<file path="src/rtl/svbd_pkg.sv">
// shared types, constants and length decode for the stream vbyte delta decoder
package svbd_pkg;

  localparam int unsigned VAL_W   = 32;
  localparam int unsigned LANES   = 4;
  localparam int unsigned WIN_W   = 128;
  localparam int unsigned USED_W  = 5;
  localparam int unsigned OFS_W   = 4;
  localparam int unsigned LEN_W   = 3;
  localparam int unsigned CFG_A_W = 2;

  // byte lengths in the 0,1,2,4 mode, indexed by code
  localparam logic [3:0][LEN_W-1:0] LEN_ALT = {3'd4, 3'd2, 3'd1, 3'd0};

  typedef enum logic [CFG_A_W-1:0] {
    CFG_LENGTH_MODE   = 2'd0,
    CFG_ZIGZAG_ENABLE = 2'd1,
    CFG_START_VALUE   = 2'd2
  } cfg_reg_e;

  typedef struct packed {
    logic [7:0]  key_byte;
    logic [63:0] window_low;
    logic [63:0] window_high;
    logic        first_quad;
    logic        last_quad;
  } in_t;

  typedef struct packed {
    logic [VAL_W-1:0]  value_a;
    logic [VAL_W-1:0]  value_b;
    logic [VAL_W-1:0]  value_c;
    logic [VAL_W-1:0]  value_d;
    logic [USED_W-1:0] bytes_used;
    logic              last_out;
  } out_t;

  // decoded quad handed from the lanes to the merge stage
  typedef struct packed {
    logic [LANES-1:0][VAL_W-1:0] delta;
    logic [USED_W-1:0]           bytes_used;
    logic                        first;
    logic                        last;
  } quad_t;

  function automatic logic [LEN_W-1:0] code_len(input logic [1:0] code, input logic mode);
    logic [LEN_W-1:0] len;
    if (mode) begin
      len = LEN_ALT[code];
    end else begin
      len = {1'b0, code} + 3'd1;
    end
    return len;
  endfunction

endpackage

</file>
<file path="src/rtl/stream_vbyte_delta_decoder_core.sv">
// top level: config registers, four decode lanes, lane register and merge stage
// One quad is taken every cycle while the output side keeps up. A result passes through
// the lane register, the partial sums and the output register before it is presented on
// the output. Sustained rate is one quad per cycle, set by the single 32-bit add that
// carries the running value from one quad to the next in the merge stage.
// Each lane decodes one integer from the 16-byte window at an offset computed
// from the key; first_quad reloads the running value from start_value.
module stream_vbyte_delta_decoder_core (
  input  logic                         clk,
  input  logic                         rst_n,
  input  logic                         in_valid,
  output logic                         in_stall,
  input  svbd_pkg::in_t                in_data,
  output logic                         out_valid,
  input  logic                         out_stall,
  output svbd_pkg::out_t               out_data,
  input  logic                         cfg_we,
  input  logic [svbd_pkg::CFG_A_W-1:0] cfg_index,
  input  logic [svbd_pkg::VAL_W-1:0]   cfg_wdata
);

  logic                       length_mode_r;
  logic                       zigzag_r;
  logic [svbd_pkg::VAL_W-1:0] start_value_r;

  logic [svbd_pkg::WIN_W-1:0]                      window;
  logic [svbd_pkg::LANES-1:0][svbd_pkg::LEN_W-1:0] len;
  logic [svbd_pkg::LANES-1:0][svbd_pkg::OFS_W-1:0] ofs;
  logic [svbd_pkg::USED_W-1:0]                     used;
  svbd_pkg::quad_t                                 quad_nxt;
  svbd_pkg::quad_t                                 quad_r;
  logic                                            s1_valid_r;
  logic                                            quad_ready;
  logic                                            ready1;
  logic                                            in_take;

  always_ff @(posedge clk) begin
    if (!rst_n) begin
      length_mode_r <= 1'b0;
      zigzag_r      <= 1'b0;
      start_value_r <= '0;
    end else if (cfg_we) begin
      unique case (cfg_index)
        svbd_pkg::CFG_LENGTH_MODE:   length_mode_r <= cfg_wdata[0];
        svbd_pkg::CFG_ZIGZAG_ENABLE: zigzag_r      <= cfg_wdata[0];
        svbd_pkg::CFG_START_VALUE:   start_value_r <= cfg_wdata;
        default: ;
      endcase
    end
  end

  assign window = {in_data.window_high, in_data.window_low};

  always_comb begin
    for (int k = 0; k < svbd_pkg::LANES; k++) begin
      len[k] = svbd_pkg::code_len(in_data.key_byte[2*k +: 2], length_mode_r);
    end
    // lane offsets are the running byte count of earlier lanes
    ofs[0] = '0;
    ofs[1] = {1'b0, len[0]};
    ofs[2] = ofs[1] + {1'b0, len[1]};
    ofs[3] = ofs[2] + {1'b0, len[2]};
    used   = {1'b0, ofs[3]} + {2'b00, len[3]};
  end

  for (genvar g = 0; g < svbd_pkg::LANES; g++) begin : g_lane
    svbd_lane u_lane (
      .window (window),
      .offset (ofs[g]),
      .len    (len[g]),
      .zigzag (zigzag_r),
      .delta  (quad_nxt.delta[g])
    );
  end

  assign quad_nxt.bytes_used = used;
  assign quad_nxt.first      = in_data.first_quad;
  assign quad_nxt.last       = in_data.last_quad;

  assign ready1   = !s1_valid_r || quad_ready;
  assign in_stall = !ready1;
  assign in_take  = in_valid && ready1;

  always_ff @(posedge clk) begin
    if (!rst_n) begin
      s1_valid_r <= 1'b0;
    end else if (ready1) begin
      s1_valid_r <= in_valid;
    end
  end

  always_ff @(posedge clk) begin
    if (in_take) begin
      quad_r <= quad_nxt;
    end
  end

  svbd_merge u_merge (
    .clk         (clk),
    .rst_n       (rst_n),
    .quad_valid  (s1_valid_r),
    .quad        (quad_r),
    .quad_ready  (quad_ready),
    .start_value (start_value_r),
    .out_valid   (out_valid),
    .out_stall   (out_stall),
    .out_data    (out_data)
  );

  a_stall_only_full: assert property (@(posedge clk) disable iff (!rst_n)
    in_stall |-> s1_valid_r && !quad_ready)
    else $error("input stalled with free lane register");

endmodule

</file>
<file path="src/rtl/svbd_lane.sv">
// one decode lane: little-endian byte extract at an offset plus optional zigzag undo
module svbd_lane (
  input  logic [svbd_pkg::WIN_W-1:0] window,
  input  logic [svbd_pkg::OFS_W-1:0] offset,
  input  logic [svbd_pkg::LEN_W-1:0] len,
  input  logic                       zigzag,
  output logic [svbd_pkg::VAL_W-1:0] delta
);

  logic [svbd_pkg::WIN_W-1:0] shifted;
  logic [svbd_pkg::VAL_W-1:0] mask;
  logic [svbd_pkg::VAL_W-1:0] raw;

  assign shifted = window >> {offset, 3'b000};

  always_comb begin
    unique case (len)
      3'd0:    mask = 32'h0000_0000;
      3'd1:    mask = 32'h0000_00FF;
      3'd2:    mask = 32'h0000_FFFF;
      3'd3:    mask = 32'h00FF_FFFF;
      default: mask = 32'hFFFF_FFFF;
    endcase
  end

  assign raw = shifted[svbd_pkg::VAL_W-1:0] & mask;

  // zigzag undo: shift out the sign bit and flip all bits when it was set
  assign delta = zigzag ? ((raw >> 1) ^ {svbd_pkg::VAL_W{raw[0]}}) : raw;

endmodule

</file>
<file path="src/rtl/svbd_merge.sv">
// merge stage: in-quad partial sums, then running prefix add and output register
module svbd_merge (
  input  logic                       clk,
  input  logic                       rst_n,
  input  logic                       quad_valid,
  input  svbd_pkg::quad_t            quad,
  output logic                       quad_ready,
  input  logic [svbd_pkg::VAL_W-1:0] start_value,
  output logic                       out_valid,
  input  logic                       out_stall,
  output svbd_pkg::out_t             out_data
);

  logic                                          p_valid_r;
  logic [svbd_pkg::LANES-1:0][svbd_pkg::VAL_W-1:0] p_r;
  logic [svbd_pkg::LANES-1:0][svbd_pkg::VAL_W-1:0] p_nxt;
  logic [svbd_pkg::USED_W-1:0]                   used_r;
  logic                                          first_r;
  logic                                          last_r;

  logic                       out_valid_r;
  svbd_pkg::out_t             out_r;
  logic [svbd_pkg::VAL_W-1:0] run_r;
  logic [svbd_pkg::VAL_W-1:0] base;
  logic [svbd_pkg::VAL_W-1:0] run_nxt;

  logic ready2;
  logic ready3;
  logic load2;
  logic load3;

  assign ready3     = !out_valid_r || !out_stall;
  assign ready2     = !p_valid_r || ready3;
  assign quad_ready = ready2;
  assign load2      = quad_valid && ready2;
  assign load3      = p_valid_r && ready3;

  always_comb begin
    p_nxt[0] = quad.delta[0];
    p_nxt[1] = quad.delta[0] + quad.delta[1];
    p_nxt[2] = p_nxt[1] + quad.delta[2];
    p_nxt[3] = p_nxt[1] + (quad.delta[2] + quad.delta[3]);
  end

  // the only loop-carried path: one 32-bit add on the running value
  assign base    = first_r ? start_value : run_r;
  assign run_nxt = base + p_r[3];

  always_ff @(posedge clk) begin
    if (!rst_n) begin
      p_valid_r   <= 1'b0;
      out_valid_r <= 1'b0;
      run_r       <= '0;
    end else begin
      if (ready2) begin
        p_valid_r <= quad_valid;
      end
      if (ready3) begin
        out_valid_r <= p_valid_r;
      end
      if (load3) begin
        run_r <= run_nxt;
      end
    end
  end

  always_ff @(posedge clk) begin
    if (load2) begin
      p_r     <= p_nxt;
      used_r  <= quad.bytes_used;
      first_r <= quad.first;
      last_r  <= quad.last;
    end
    if (load3) begin
      out_r.value_a    <= base + p_r[0];
      out_r.value_b    <= base + p_r[1];
      out_r.value_c    <= base + p_r[2];
      out_r.value_d    <= run_nxt;
      out_r.bytes_used <= used_r;
      out_r.last_out   <= last_r;
    end
  end

  assign out_valid = out_valid_r;
  assign out_data  = out_r;

  a_run_tracks_out: assert property (@(posedge clk) disable iff (!rst_n)
    load3 |=> run_r == out_r.value_d)
    else $error("running value differs from last delivered value");

  a_used_range: assert property (@(posedge clk) disable iff (!rst_n)
    out_valid_r |-> out_r.bytes_used <= 5'd16)
    else $error("bytes_used above sixteen");

  a_stage_hold: assert property (@(posedge clk) disable iff (!rst_n)
    p_valid_r && !ready3 |=> p_valid_r && $stable(p_r))
    else $error("partial sums lost while output stalled");

endmodule

</file>
<file path="config.mk">
export PLATFORM = sky130hd
export DESIGN_NAME = stream_vbyte_delta_decoder_core
export DESIGN_NICKNAME = d
export VERILOG_FILES = /design/src/rtl/svbd_pkg.sv /design/src/rtl/stream_vbyte_delta_decoder_core.sv /design/src/rtl/svbd_lane.sv /design/src/rtl/svbd_merge.sv
export SDC_FILE = /design/constraint.sdc
export NUM_CORES = 2
export LEC_CHECK = 0
export ABC_AREA = 1
export BUFFER_PORTS_ARGS = -buffer_cell sky130_fd_sc_hd__buf_2
export CAP_MARGIN = 0
export CORE_MARGIN = 2
export CORE_UTILIZATION = 31
export DETAILED_ROUTE_END_ITERATION = 6
export MAX_ROUTING_LAYER = met4
export PLACE_DENSITY = 0.57
export SLEW_MARGIN = 20
export SYNTH_ARGS = -nofsm -noshare
export SYNTH_HDL_FRONTEND = slang
export SYNTH_SLANG_ARGS = --single-unit
</file>
<file path="constraint.sdc">
create_clock -name clk -period 14.6 [get_ports clk]
set_clock_uncertainty 0.15 [all_clocks]
set_input_delay 2.19 -clock clk [delete_from_list [all_inputs] [get_ports clk]]
set_output_delay 2.19 -clock clk [all_outputs]
set_load 0.01 [all_outputs]
</file>
==> metrics.txt <==
status complete, but fails checks; failing checks design-rule violations; share of cells above drive strength 1 9.11%; crit path buf inv count 7; reg2reg end quad_r[92]$_DFFE_PP_; Leak 21.7 nW; GPL Wtd Cong 1.03; CP cell instances buf_2 -> inv_1 -> ha_1 -> o21ai_4 -> buf_4 -> fa_4 -> buf_4 -> inv_2 -> buf_4 -> nand2_1 -> nand3_1 -> nand3_1 -> nand3_2 -> inv_2 -> nand2_1 -> nand3_1 -> nand2_1; Comb pwr share 56.9%; DR vias 42100; max incr delay on CP 1.19 ns; Area growth, synth to finish 13.3%; # clock sinks 473; # setup viols final 0; # Max-Cap Violations 0; endpoint class of the critical path register; FMAX 129 MHz; HP Class reg2reg; WL final 189000 um; setup_tns 0 ns; Net count, final 6714; vias in the first global route 39300; syn avg cell area 6.89 um^2; Synth Instances 6054; first drt pass iteration count 7; min Tclk post-route 7.77 ns; Max FO, Critical Path 97; Worst EP required 14.87 ns; core area 0.133 mm^2; net switching power figure 4.13 mW; Flop pwr share 24.4%; hold depth 0; Total Power 8.37 mW; Worst path slowest cell fa_4; Top delay family on crit path buffers and inverters; post-route clock period utilization 53.2%; switch share 49.4%; Most used DFF post-synth edfxtp_1; RSZ-0062 raised after global routing no; Ys Warns 0; synthesized cell area 0.0417 mm^2; Setup crit start in_data[130]; CP arrival 8.04 ns; PD cells 177 mW/mm^2; grt ovf 0; Netlist cell types 56; clock edge transition at the registers on the reported setup and hold paths 0.06 ns; Final Hold Viols 0; initial antenna violation count 3; worst hold start u_merge.last_r$_DFFE_PP_; clock root buffer clkbuf_16; internal power 4.24 mW; WS Path Type in2reg; Max clock buf depth 3; slew at the pin closest to its max-slew limit 1.29 ns; TritonCTS clock tree yes; wire per inst 23.4 um; RR Startpoint length_mode_r$_SDFFE_PN0P_; Die Width 371 um; count of flip-flops with a built-in enable after synthesis 404; Yosys reg bits 473; ys async rst share 0%; H-tree Lvls 2; # rows 134; fin util 35.4%; die height 371 um; worst hold endpoint u_merge.out_data[0]$_DFFE_PP_; Rel. slew slack 13.0%; clock power share 18.7%; Resize count post-CTS 0; Post-CTS Setup Inserts 0; latest clock arrival within the worst-skew pair 0.69 ns; Die Area 0.137 mm^2; DP Wirelength 154000 um; register area share after synthesis 32.4%; PortBufs 312; Starting DRT DRC Count 4226; Worst VDD drop 0.114 mV; first-pass GRT wire length 270000 um; Net Count, Synth 6513; Post-CTS Hold Fix Bufs 0; Ports 313; CTS buffer count 58; drt via density 5.21; critical path launch point type primary input; Total Routing Usage GR 27.6%; Initial Util 31.2%; Worst R2R Path Depth 15; Final ANT Viol Nets 0; pin count of the biggest net entering global routing 110; R2R Setup Slk 8.07 ns; DR DRC count 2; Final Slew Violations 0
[worst max-delay path by stage]
stage / to / slack, ns / cells after the start
after floorplan: quad_r[0]$_DFFE_PP_ / 5.73 / 5
final: quad_r[92]$_DFFE_PP_ / 6.83 / 17
after global placement: quad_r[132]$_DFFE_PP_ / 6.15 / 17
after global routing: quad_r[76]$_DFFE_PP_ / 6.43 / 17
after detailed placement: quad_r[120]$_DFFE_PP_ / 6.11 / 18
after CTS: quad_r[120]$_DFFE_PP_ / 6.81 / 18
[through the flow]
stage	hold slack (ns)	instance area, um^2	setup slack [ns]	std cells
after detailed placement	0.255	45100	6.11	7962
final	0.267	47300	6.83	8073
after CTS	0.269	47200	6.81	8071
after floorplan	0.250	41700	5.73	6054
after global routing	0.273	47300	6.43	8073
after global placement	0.254	45100	6.15	7962
[power by group through the flow]
stage | sequential (mW) | clock [mW] | combinational [mW]
after floorplan | 1.98 | 0 | 3.11
after global placement | 2.07 | 0 | 4.67
after detailed placement | 2.07 | 0 | 4.67
after CTS | 2.04 | 1.60 | 4.69
after global routing | 2.06 | 1.66 | 5.25
final | 2.05 | 1.57 | 4.76
[flip-flops by register name (all words and copies together) (netlist names)]
name               count
quad_r               135
u_merge.out_data     134
u_merge.p_r          128
start_value_r         32
u_merge.run_r         32
u_merge.used_r         5
length_mode_r          1
s1_valid_r             1
u_merge.first_r        1
u_merge.last_r         1
u_merge.out_valid      1
u_merge.p_valid_r      1
zigzag_r               1
[Yosys cell counts, types with 25 or more instances]
cell type	count	area, um^2
buf_2	97	485
dfxtp_1	69	1380
xor2_1	109	955
a31oi_1	25	156
o21ai_0	642	3210
nand2_1	1865	7000
a21o_1	32	240
nand3_1	463	2320
edfxtp_1	404	12100
ha_1	241	3020
inv_1	597	2240
clkbuf_1	123	462
xnor2_1	66	578
a21oi_1	399	2000
fa_1	41	821
or2_2	28	175
nand4_1	58	363
nor2_1	440	1650
o211ai_1	110	826
o21bai_1	50	375
[layout make-up]
class,count,area (um^2)
fill,14500,86200
multi-input combinational,4712,24900
sequential,473,13500
inverter,611,2300
timing repair buffer,399,2230
tap,1768,2210
clock buffer,69,1610
clock inverter,40,510
antenna,1,2.50
[cell families (layout without fill, tap and decap cells)]
kind of cell | count (synthesis) | after routing | share of synthesized area, %
flops | 473 | 473 | 32.4
xor+xnor | 177 | 177 | 3.75
fa+ha+maj | 282 | 282 | 9.20
buf+inv | 869 | 1119 | 8.30
compound gates | 1338 | 1338 | 17.8
other cells | 0 | 1 | 0
simple gates | 2915 | 2915 | 28.6
[metal layers]
layer  track usage (%)  routed length, um  vias to the layer above
met1              36.1              83600                    19500
met3              2.09               9860                      362
met4              14.3              11600                        0
met2              42.6              83500                     1577
met5                 -                  0                        -
li1                  -                  -                    20700
[cells in the final DEF, fill, tap and decap left out, types with 28 or more instances in the layout]
| master | count |
|---|---|
| nand2_1 | 1864 |
| o21ai_0 | 612 |
| inv_1 | 596 |
| nand3_1 | 463 |
| nor2_1 | 437 |
| edfxtp_1 | 404 |
| a21oi_1 | 399 |
| buf_2 | 312 |
| ha_1 | 239 |
| o211ai_1 | 110 |
| xor2_1 | 107 |
| buf_4 | 86 |
| dfxtp_1 | 68 |
| xnor2_1 | 64 |
| clkbuf_16 | 62 |
| nand4_1 | 58 |
| o21bai_1 | 50 |
| o21ai_1 | 42 |
| fa_1 | 39 |
| a21o_1 | 32 |
| or2_2 | 28 |
Note: power is estimated with default switching activity, not from simulation.
